--- src/rtl/lkh_pkg.sv ---
// Package for the lookup2 key hash: constants, register indexes, the job
// record passed from front to back, and the single mix step function.
// No dependencies.
`timescale 1ns / 1ps

package lkh_pkg;

  // Hash constants.
  localparam logic [31:0] GOLDEN_RATIO = 32'h9e3779b9;
  localparam logic [31:0] SECRET_RESET = 32'h0F937A21;

  // Key block geometry.
  localparam int BLOCK_BYTES = 12;
  localparam int FILL_W      = 4;

  // Configuration port.
  localparam int CFG_IDX_W  = 2;
  localparam int CFG_DATA_W = 32;

  typedef enum logic [CFG_IDX_W-1:0] {
    REG_SEED   = 2'd0,
    REG_SECRET = 2'd1
  } cfg_reg_e;

  // Mixer sequencing: nine dependent steps, one per cycle.
  localparam int MIX_STEPS = 9;
  localparam int STEP_W    = 4;

  // Job queue between front and back.
  localparam int FIFO_DEPTH = 2;
  localparam int PTR_W      = $clog2(FIFO_DEPTH);
  localparam int CNT_W      = $clog2(FIFO_DEPTH + 1);

  typedef struct packed {
    logic [31:0] a;
    logic [31:0] b;
    logic [31:0] c;
  } mix_t;

  // One unit of work for the back end. The words are added to the mix
  // state, then the state is mixed. With twice set, the length is added
  // to c and a second mix follows. With fin set, c is the key's hash.
  typedef struct packed {
    logic        init;
    logic [31:0] init_c;
    logic [31:0] add_a;
    logic [31:0] add_b;
    logic [31:0] add_c;
    logic        twice;
    logic [31:0] len2;
    logic        fin;
  } job_t;

  // One step of the lookup2 mix; the step number selects the word and shift.
  function automatic mix_t mix_step(input logic [STEP_W-1:0] k, input mix_t m);
    mix_t r;
    r = m;
    case (k)
      4'd0:    r.a = (m.a - m.b - m.c) ^ (m.c >> 13);
      4'd1:    r.b = (m.b - m.c - m.a) ^ (m.a << 8);
      4'd2:    r.c = (m.c - m.a - m.b) ^ (m.b >> 13);
      4'd3:    r.a = (m.a - m.b - m.c) ^ (m.c >> 12);
      4'd4:    r.b = (m.b - m.c - m.a) ^ (m.a << 16);
      4'd5:    r.c = (m.c - m.a - m.b) ^ (m.b >> 5);
      4'd6:    r.a = (m.a - m.b - m.c) ^ (m.c >> 3);
      4'd7:    r.b = (m.b - m.c - m.a) ^ (m.a << 10);
      4'd8:    r.c = (m.c - m.a - m.b) ^ (m.b >> 15);
      default: r = m;
    endcase
    return r;
  endfunction

endpackage

--- src/rtl/lkh_front.sv ---
// Front end of the lookup2 key hash: takes key bytes, gathers 12-byte
// blocks, counts the length, holds seed and secret, and issues jobs.
// Depends on lkh_pkg.
`timescale 1ns / 1ps

module lkh_front (
  input  logic                          clk_i,
  input  logic                          rst_ni,
  input  logic                          cfg_we_i,
  input  logic [lkh_pkg::CFG_IDX_W-1:0] cfg_idx_i,
  input  logic [lkh_pkg::CFG_DATA_W-1:0] cfg_wdata_i,
  input  logic                          in_valid_i,
  output logic                          in_ready_o,
  input  logic [7:0]                    key_byte_i,
  input  logic                          has_byte_i,
  input  logic                          last_i,
  output logic                          job_valid_o,
  output lkh_pkg::job_t                 job_o,
  input  logic                          job_ready_i
);

  logic [31:0] seed_q, seed_d, secret_q, secret_d;
  logic        in_key_q, in_key_d;
  logic        first_q, first_d;
  logic [lkh_pkg::FILL_W-1:0] fill_q, fill_d;
  logic [31:0] len_q, len_d;
  logic [7:0]  blk_q [lkh_pkg::BLOCK_BYTES];

  logic        acc, work, open, first, full, push;
  logic [lkh_pkg::FILL_W-1:0] fill_base, fill_new;
  logic [31:0] len_base, len_new;
  logic [7:0]  nb [lkh_pkg::BLOCK_BYTES];
  logic [7:0]  tb [lkh_pkg::BLOCK_BYTES];

  // An item may enter whenever the job queue has room.
  assign in_ready_o = job_ready_i;
  assign acc  = in_valid_i & job_ready_i;
  assign work = acc & (has_byte_i | last_i);

  // A key opens on its first item with a byte or an end mark.
  assign open      = ~in_key_q;
  assign first     = open | first_q;
  assign fill_base = open ? '0 : fill_q;
  assign len_base  = open ? '0 : len_q;
  assign fill_new  = fill_base + {{(lkh_pkg::FILL_W-1){1'b0}}, has_byte_i};
  assign len_new   = len_base + {31'b0, has_byte_i};
  assign full      = has_byte_i &&
                     (fill_new == lkh_pkg::FILL_W'(lkh_pkg::BLOCK_BYTES));
  assign push      = work & (full | last_i);

  // Block bytes as they stand after this item, and the tail with unused
  // places forced to zero.
  always_comb begin
    for (int i = 0; i < lkh_pkg::BLOCK_BYTES; i++) begin
      nb[i] = (has_byte_i && (fill_base == lkh_pkg::FILL_W'(i))) ? key_byte_i : blk_q[i];
      tb[i] = (lkh_pkg::FILL_W'(i) < fill_new) ? nb[i] : 8'h00;
    end
  end

  // Job assembly: a full block, a tail with the length, or both.
  always_comb begin
    job_o.init   = first;
    job_o.init_c = seed_q ^ secret_q;
    job_o.fin    = last_i;
    job_o.len2   = len_new;
    if (full) begin
      job_o.add_a = {nb[3], nb[2], nb[1], nb[0]};
      job_o.add_b = {nb[7], nb[6], nb[5], nb[4]};
      job_o.add_c = {nb[11], nb[10], nb[9], nb[8]};
      job_o.twice = last_i;
    end else begin
      job_o.add_a = {tb[3], tb[2], tb[1], tb[0]};
      job_o.add_b = {tb[7], tb[6], tb[5], tb[4]};
      job_o.add_c = {tb[10], tb[9], tb[8], 8'h00} + len_new;
      job_o.twice = 1'b0;
    end
  end

  assign job_valid_o = push;

  // Configuration writes; indexes beyond the list are dropped.
  always_comb begin
    seed_d   = seed_q;
    secret_d = secret_q;
    if (cfg_we_i) begin
      case (cfg_idx_i)
        lkh_pkg::REG_SEED:   seed_d   = cfg_wdata_i;
        lkh_pkg::REG_SECRET: secret_d = cfg_wdata_i;
        default: ;
      endcase
    end
  end

  // Key tracking state.
  always_comb begin
    in_key_d = in_key_q;
    first_d  = first_q;
    fill_d   = fill_q;
    len_d    = len_q;
    if (work) begin
      in_key_d = ~last_i;
      first_d  = push ? 1'b0 : first;
      fill_d   = full ? '0 : fill_new;
      len_d    = len_new;
    end
  end

  always_ff @(posedge clk_i or negedge rst_ni) begin
    if (!rst_ni) begin
      seed_q   <= '0;
      secret_q <= lkh_pkg::SECRET_RESET;
      in_key_q <= 1'b0;
      first_q  <= 1'b0;
      fill_q   <= '0;
      len_q    <= '0;
    end else begin
      seed_q   <= seed_d;
      secret_q <= secret_d;
      in_key_q <= in_key_d;
      first_q  <= first_d;
      fill_q   <= fill_d;
      len_q    <= len_d;
    end
  end

  // Byte store: one write per item that carries a byte.
  always_ff @(posedge clk_i) begin
    if (acc && has_byte_i) begin
      blk_q[fill_base] <= key_byte_i;
    end
  end

endmodule

--- src/rtl/lkh_fifo.sv ---
// Two-entry job queue between the front and back ends of the key hash.
// Depends on lkh_pkg.
`timescale 1ns / 1ps

module lkh_fifo (
  input  logic          clk_i,
  input  logic          rst_ni,
  input  logic          wr_valid_i,
  output logic          wr_ready_o,
  input  lkh_pkg::job_t wr_job_i,
  output logic          rd_valid_o,
  input  logic          rd_ready_i,
  output lkh_pkg::job_t rd_job_o
);

  lkh_pkg::job_t mem_q [lkh_pkg::FIFO_DEPTH];
  logic [lkh_pkg::PTR_W-1:0] wr_ptr_q, wr_ptr_d, rd_ptr_q, rd_ptr_d;
  logic [lkh_pkg::CNT_W-1:0] cnt_q, cnt_d;
  logic do_wr, do_rd;

  assign wr_ready_o = (cnt_q != lkh_pkg::CNT_W'(lkh_pkg::FIFO_DEPTH));
  assign rd_valid_o = (cnt_q != '0);
  assign rd_job_o   = mem_q[rd_ptr_q];
  assign do_wr      = wr_valid_i & wr_ready_o;
  assign do_rd      = rd_valid_o & rd_ready_i;

  // Pointer and fill count update.
  always_comb begin
    wr_ptr_d = wr_ptr_q;
    rd_ptr_d = rd_ptr_q;
    cnt_d    = cnt_q;
    if (do_wr) begin
      wr_ptr_d = (wr_ptr_q == lkh_pkg::PTR_W'(lkh_pkg::FIFO_DEPTH - 1)) ? '0 : wr_ptr_q + 1'b1;
    end
    if (do_rd) begin
      rd_ptr_d = (rd_ptr_q == lkh_pkg::PTR_W'(lkh_pkg::FIFO_DEPTH - 1)) ? '0 : rd_ptr_q + 1'b1;
    end
    if (do_wr && !do_rd) begin
      cnt_d = cnt_q + 1'b1;
    end else if (!do_wr && do_rd) begin
      cnt_d = cnt_q - 1'b1;
    end
  end

  always_ff @(posedge clk_i or negedge rst_ni) begin
    if (!rst_ni) begin
      wr_ptr_q <= '0;
      rd_ptr_q <= '0;
      cnt_q    <= '0;
    end else begin
      wr_ptr_q <= wr_ptr_d;
      rd_ptr_q <= rd_ptr_d;
      cnt_q    <= cnt_d;
    end
  end

  // Entry storage.
  always_ff @(posedge clk_i) begin
    if (do_wr) begin
      mem_q[wr_ptr_q] <= wr_job_i;
    end
  end

endmodule

--- src/rtl/lkh_back.sv ---
// Back end of the key hash: holds the a, b, c mix state, adds each job's
// words, runs the mix one step per cycle and registers the hash result.
// Depends on lkh_pkg.
`timescale 1ns / 1ps

module lkh_back (
  input  logic          clk_i,
  input  logic          rst_ni,
  input  logic          job_valid_i,
  output logic          job_ready_o,
  input  lkh_pkg::job_t job_i,
  output logic          out_valid_o,
  input  logic          out_ready_i,
  output logic [31:0]   hash_value_o
);

  typedef enum logic [3:0] {
    S_IDLE = 4'b0001,
    S_MIX  = 4'b0010,
    S_TAIL = 4'b0100,
    S_OUT  = 4'b1000
  } state_e;

  state_e state_q, state_d;
  lkh_pkg::mix_t m_q, m_d, base, stepped;
  logic [lkh_pkg::STEP_W-1:0] step_q, step_d;
  logic        twice_q, twice_d, fin_q, fin_d;
  logic [31:0] len2_q, len2_d;
  logic        out_valid_q, out_valid_d;
  logic [31:0] out_data_q, out_data_d;
  logic        last_step;

  assign job_ready_o  = (state_q == S_IDLE);
  assign out_valid_o  = out_valid_q;
  assign hash_value_o = out_data_q;

  // A new key starts from the golden ratio and the seed word XORed with the secret.
  always_comb begin
    if (job_i.init) begin
      base.a = lkh_pkg::GOLDEN_RATIO;
      base.b = lkh_pkg::GOLDEN_RATIO;
      base.c = job_i.init_c;
    end else begin
      base = m_q;
    end
  end

  assign stepped   = lkh_pkg::mix_step(step_q, m_q);
  assign last_step = (step_q == lkh_pkg::STEP_W'(lkh_pkg::MIX_STEPS - 1));

  // Sequencer: load, nine mix steps, optional length add and second mix, result on a key end.
  always_comb begin
    state_d     = state_q;
    m_d         = m_q;
    step_d      = step_q;
    twice_d     = twice_q;
    fin_d       = fin_q;
    len2_d      = len2_q;
    out_valid_d = out_valid_q;
    out_data_d  = out_data_q;
    if (out_valid_q && out_ready_i) begin
      out_valid_d = 1'b0;
    end
    unique case (state_q)
      S_IDLE: begin
        if (job_valid_i) begin
          m_d.a   = base.a + job_i.add_a;
          m_d.b   = base.b + job_i.add_b;
          m_d.c   = base.c + job_i.add_c;
          step_d  = '0;
          twice_d = job_i.twice;
          fin_d   = job_i.fin;
          len2_d  = job_i.len2;
          state_d = S_MIX;
        end
      end
      S_MIX: begin
        m_d    = stepped;
        step_d = step_q + 1'b1;
        if (last_step) begin
          if (twice_q) begin
            state_d = S_TAIL;
          end else if (fin_q) begin
            state_d = S_OUT;
          end else begin
            state_d = S_IDLE;
          end
        end
      end
      S_TAIL: begin
        m_d.c   = m_q.c + len2_q;
        step_d  = '0;
        twice_d = 1'b0;
        state_d = S_MIX;
      end
      S_OUT: begin
        if (!out_valid_q || out_ready_i) begin
          out_valid_d = 1'b1;
          out_data_d  = m_q.c;
          state_d     = S_IDLE;
        end
      end
      default: state_d = S_IDLE;
    endcase
  end

  always_ff @(posedge clk_i or negedge rst_ni) begin
    if (!rst_ni) begin
      state_q     <= S_IDLE;
      out_valid_q <= 1'b0;
      step_q      <= '0;
      twice_q     <= 1'b0;
      fin_q       <= 1'b0;
    end else begin
      state_q     <= state_d;
      out_valid_q <= out_valid_d;
      step_q      <= step_d;
      twice_q     <= twice_d;
      fin_q       <= fin_d;
    end
  end

  // Datapath registers.
  always_ff @(posedge clk_i) begin
    m_q        <= m_d;
    len2_q     <= len2_d;
    out_data_q <= out_data_d;
  end

endmodule

--- src/rtl/lookup2_key_hash.sv ---
// Top level of the lookup2 key hash: front end, job queue and back end.
// Depends on lkh_pkg, lkh_front, lkh_fifo and lkh_back.
//
//   Channel   Direction  Item content
//   s_axis    in         tdata: key_byte; tuser: has_byte; tlast: last
//   m_axis    out        tdata: hash_value
//   cfg       in         write of seed (index 0) or secret (index 1)
//
// Key bytes are taken one per cycle while the two-entry job queue has room.
// The back end mixes with one shared step unit, one step per cycle, and
// takes a job only while idle; a last byte that closes a 12-byte block gets
// a second mix after the length is added, and a key end puts out its hash.
// Reset is asynchronous and needs no clearing pass.
// A stalled result holds in the output register while new bytes still enter.
`timescale 1ns / 1ps

module lookup2_key_hash (
  input  logic                           clk_i,
  input  logic                           rst_ni,
  input  logic                           cfg_we_i,
  input  logic [lkh_pkg::CFG_IDX_W-1:0]  cfg_idx_i,
  input  logic [lkh_pkg::CFG_DATA_W-1:0] cfg_wdata_i,
  input  logic                           s_axis_tvalid,
  output logic                           s_axis_tready,
  input  logic [7:0]                     s_axis_tdata,   // [7:0] key_byte
  input  logic                           s_axis_tuser,   // [0] has_byte
  input  logic                           s_axis_tlast,
  output logic                           m_axis_tvalid,
  input  logic                           m_axis_tready,
  output logic [31:0]                    m_axis_tdata    // [31:0] hash_value
);

  logic          fj_valid, fj_ready, bj_valid, bj_ready;
  lkh_pkg::job_t fj_job, bj_job;

  // Byte intake and block assembly.
  lkh_front u_front (
    .clk_i       (clk_i),
    .rst_ni      (rst_ni),
    .cfg_we_i    (cfg_we_i),
    .cfg_idx_i   (cfg_idx_i),
    .cfg_wdata_i (cfg_wdata_i),
    .in_valid_i  (s_axis_tvalid),
    .in_ready_o  (s_axis_tready),
    .key_byte_i  (s_axis_tdata),
    .has_byte_i  (s_axis_tuser),
    .last_i      (s_axis_tlast),
    .job_valid_o (fj_valid),
    .job_o       (fj_job),
    .job_ready_i (fj_ready)
  );

  // Job queue.
  lkh_fifo u_fifo (
    .clk_i      (clk_i),
    .rst_ni     (rst_ni),
    .wr_valid_i (fj_valid),
    .wr_ready_o (fj_ready),
    .wr_job_i   (fj_job),
    .rd_valid_o (bj_valid),
    .rd_ready_i (bj_ready),
    .rd_job_o   (bj_job)
  );

  // Mixer and result register.
  lkh_back u_back (
    .clk_i        (clk_i),
    .rst_ni       (rst_ni),
    .job_valid_i  (bj_valid),
    .job_ready_o  (bj_ready),
    .job_i        (bj_job),
    .out_valid_o  (m_axis_tvalid),
    .out_ready_i  (m_axis_tready),
    .hash_value_o (m_axis_tdata)
  );

endmodule

--- config.mk ---
export PLATFORM = sky130hd
export DESIGN_NAME = lookup2_key_hash
export DESIGN_NICKNAME = d
export VERILOG_FILES = /design/src/rtl/lkh_pkg.sv /design/src/rtl/lkh_front.sv /design/src/rtl/lkh_fifo.sv /design/src/rtl/lkh_back.sv /design/src/rtl/lookup2_key_hash.sv
export SDC_FILE = /design/constraint.sdc
export NUM_CORES = 2
export LEC_CHECK = 0
export BUFFER_PORTS_ARGS = -buffer_cell sky130_fd_sc_hd__buf_4
export CAP_MARGIN = 20
export CELL_PAD_IN_SITES_DETAIL_PLACEMENT = 1
export CELL_PAD_IN_SITES_GLOBAL_PLACEMENT = 2
export CORE_ASPECT_RATIO = 2
export CORE_MARGIN = 2
export CORE_UTILIZATION = 28
export CTS_BUF_LIST = sky130_fd_sc_hd__clkbuf_16
export DETAILED_ROUTE_END_ITERATION = 6
export PLACE_DENSITY = 0.65
export SYNTH_ARGS = -nofsm -noshare
export SYNTH_HDL_FRONTEND = slang
export SYNTH_SLANG_ARGS = --single-unit
--- constraint.sdc ---
create_clock -name clk_i -period 32.3 [get_ports clk_i]
set_clock_uncertainty 0.1 [all_clocks]
set_input_delay 1.615 -clock clk_i [delete_from_list [all_inputs] [get_ports clk_i]]
set_output_delay 1.615 -clock clk_i [all_outputs]
set_load 0.01 [all_outputs]
==> impl_results.md <==
* Vias per Instance at 5.23
* Root Buffer Master: sky130_fd_sc_hd__clkbuf_16
* Leading cell type by number of instances after synthesis: sky130_fd_sc_hd__edfxtp_1
* Routed vias at 33500
* Antenna violations before repair at 5
* Post-synthesis share of cell area spent on xor and xnor gates at between 8 and 9%
* Number of instances resized during post-cts repair at 0
* Number of maximum-capacitance violations at 0
* Critical path endpoint category: register
* DIE WIDTH at roughly 290 microns
* Fraction of the mapped netlist area in adder cells at between 10% and 20%
* Peak Freq at 148 MHz
* Dominant combinational cell family by area after synthesis: compound AO/OA/AOI/OAI gates
* Critical Path Fanout Max at 10
* Wire length of the first global-routing pass at roughly 270 mm
* Routed length per placed instance at just under 30 microns
* Row cnt at ~210
* DIE AREA at approximately 170000 sq um
* Port Buffers at 82
* Most frequent cell on the critical path: sky130_fd_sc_hd__ha_1
* Number of buffers between clock root and the deepest sink at 3
* First drt pass iteration count at 5
* Clock tree from TritonCTS: done
* Synth Flop Type: sky130_fd_sc_hd__edfxtp_1
* Count of filler cells inserted in the layout at around 18000
* I/O Pins at 83
* Count of flip-flops with a built-in enable after synthesis at 582
* Startpoint types: input pin
* Combined global-route utilization of all metal layers at 22.8%
* Share of synthesized area occupied by flip-flops and latches at 44.7%
* Kind of cell adding the most delay to the critical path: simple AND/OR/NAND/NOR gates
* Top cells by area in the synthesized netlist: sky130_fd_sc_hd__edfxtp_1, sky130_fd_sc_hd__ha_1, sky130_fd_sc_hd__mux2_2
* Nets at 4645
* Synth Register Bits at 699
* Top post-synthesis cells by count: sky130_fd_sc_hd__edfxtp_1, sky130_fd_sc_hd__nand2_1, sky130_fd_sc_hd__nor2_1
* Number of endpoints failing setup at the final stage at 0
* Instance area at placement at just under 50000 sq um
* Post-route clock period utilization at between 20% and 30%
* Worst path max stage delay at between 500 and 600 ps
* Slowest stage cell on the critical path: sky130_fd_sc_hd__nor3_1
* Distinct cell type count after synthesis at 82
* Clock slew at reported path FFs at roughly 60 ps
* Data required time at the worst endpoint at between 30000 and 40000 ps
* Pin count of the biggest net entering global routing at 85
* R2R setup slack at roughly 26000 ps
* TritonCTS Buffers at 70
* Cells after Synth at slightly above 4000
* Antenna violation net count after detailed routing at 0
* Headroom to the max-slew limit at between 10% and 20%
* Final estimated routing congestion in global placement at 0.956
* CTS H-tree depth at 3
* Post-synthesis compound-gate area fraction at 14.6%
* Setup bufs post-CTS at 0
* Dominant cell type by area after synthesis: sky130_fd_sc_hd__edfxtp_1
* Finished Cell Area at ~51000 sq um
* Syn nets at around 4600
* Core Box Area at 162000 sq um
* Sinks on Clock Net at between 600 and 700
* Count of final max-slew check failures at 0
* Cell Area, Synth at 45700 sq um
* Worst-margin pin slew at 1220 ps
* Number of global-route vias before repair at 36400
* Post-synthesis simple-gate area fraction at between 9 and 10%
* Total negative slack for setup checks at 0 ps
* Height of the die at between 500 and 600 microns
* Wire length after detailed routing at approximately 190 mm
* Result of the run: complete, no violations
* Kind of critical path: in2reg
* Clock period minus final worst setup slack at slightly below 7000 ps
* Remaining global-route overflow at 0
* Worst hold path class: reg2reg
* Worst path cell trace: buf_4 -> ha_1 -> ha_1 -> nand4_1 -> nor3_1 -> nand3_1 -> nor2_1 -> nand4_1 -> or3_1 -> a21boi_0 -> ha_1 -> a21oi_1 -> inv_1 -> o311a_1 -> or4b_1 -> a31oi_1 -> xnor2_1 -> a21oi_1
* Sum of net half-perimeters after detailed placement at approximately 150 mm
* Number of hold buffers added after cts at 0
* Setup repair after global routing missed its margin: false
* Fraction of synthesized area in multiplexers at roughly 8.8%
* Initial core utilization at 28.2%
* P&R area growth vs syn at 12.6%
* Buf+Inv Stages, Crit Path at 2
* Average size of a mapped cell at roughly 11 sq um
* Fraction of layout cells with a size suffix above 1 at 13.1%
* Final Hold Fails at 0
* Count of routing violations after the opening detailed-route iteration at approximately 1800
* Yosys Warn Count at 0
* Clock latency on the worst-skew pair at between 600 and 700 ps
* Post-synthesis async set-or-reset flop share at 16.7%
* Fraction of synthesized cell area taken by the top area cell type at around two fifths
* WP data arrival at about 7000 ps
* Final routed DRC violation total at 0
## metal layers
metal	GRT usage, %	part of all wire (%)	vias to the layer above
met5	0	0.013	-
met4	19.2	10	4
met3	2.50	2.6	405
met2	43.1	54	613
met1	21.5	33	17100
li1	-	-	15400
## placed cells by master (no fill, tap or decap), types with 37 or more instances in the layout
master and n:
sky130_fd_sc_hd__edfxtp_1 582, sky130_fd_sc_hd__nand2_1 302, sky130_fd_sc_hd__nor2_1 286, sky130_fd_sc_hd__xnor2_1 263, sky130_fd_sc_hd__a21oi_1 260, sky130_fd_sc_hd__ha_1 255, sky130_fd_sc_hd__mux2_2 226, sky130_fd_sc_hd__o21ai_0 221
sky130_fd_sc_hd__inv_1 179, sky130_fd_sc_hd__buf_4 166, sky130_fd_sc_hd__xor2_1 157, sky130_fd_sc_hd__mux2i_1 145, sky130_fd_sc_hd__a21o_1 127, sky130_fd_sc_hd__dfrtp_1 100, sky130_fd_sc_hd__fa_1 98, sky130_fd_sc_hd__clkbuf_16 72
sky130_fd_sc_hd__nand3_1 60, sky130_fd_sc_hd__nor3_1 58, sky130_fd_sc_hd__and2_1 53, sky130_fd_sc_hd__o22ai_1 46, sky130_fd_sc_hd__a31oi_1 39, sky130_fd_sc_hd__a211oi_1 37
## final cells by class
type	count	area [sq um]	area share, %
diodes	2	5.00	0.00973
multi-input cells	3139	24200	47.0
flip-flops and latches	699	20400	39.7
repair buffers	169	1280	2.49
well taps	2110	2640	5.13
clock buffers	72	1800	3.50
inverters	164	616	1.20
clock inverters	57	515	1.00
## stage by stage
step	hold WS, ps	std cells	utilization [%]	setup WS, ps
2_1_floorplan	324	4157	-	21680
3_3_place_gp	378	6278	30.3	24840
3_5_place_dp	395	6279	30.3	24740
4_1_cts	411	6408	31.7	25420
5_1_grt	434	6411	31.7	25030
6_report	404	6412	31.7	25550
## registers in the layout (all words and copies together), names as in the netlist
| name | cells |
|---|---|
| u_back.hash_value_o | 32 |
| u_fifo.cnt_q | 2 |
| u_back.m_q | 96 |
| u_back.out_valid_o | 1 |
| u_front.blk_q | 96 |
| u_fifo.rd_ptr_q | 1 |
| u_back.state_q | 4 |
| u_back.fin_q | 1 |
| u_fifo.wr_ptr_q | 1 |
| u_back.twice_q | 1 |
| u_back.len2_q | 32 |
| u_fifo.mem_q | 326 |
| u_front.first_q | 1 |
| u_front.seed_q | 32 |
| u_front.in_key_q | 1 |
| u_front.len_q | 32 |
| u_front.fill_q | 4 |
| u_back.step_q | 4 |
| u_front.secret_q | 32 |
## logic make-up (layout without fill, tap and decap cells)
kind of cell             after synthesis  after routing
AO/OA/AOI/OAI                       1026           1026
multiplexers                         372            372
AND/OR/NAND/NOR                      966            966
XOR/XNOR                             422            422
buffers and inverters                319            462
flip-flops                           699            699
adder cells (fa/ha/maj)              353            353
other                                  0              2
## worst paths after layout
path / start / endpoint / depth (start not counted)
max reg2reg: u_front.in_key_q / u_fifo.mem_q[0][65] / 18
min: u_front.len_q[0] / u_front.len_q[0] / 1
min in group asynchronous: rst_ni / u_front.seed_q[27] / 1
min reg2reg: u_front.len_q[0] / u_front.len_q[0] / 1
max in group asynchronous: rst_ni / u_fifo.rd_ptr_q / 2
max: s_axis_tuser / u_fifo.mem_q[0][65] / 18
Power is not shown: default switching activity piles up to over one toggle a cycle in this logic, so the estimate is an artifact.
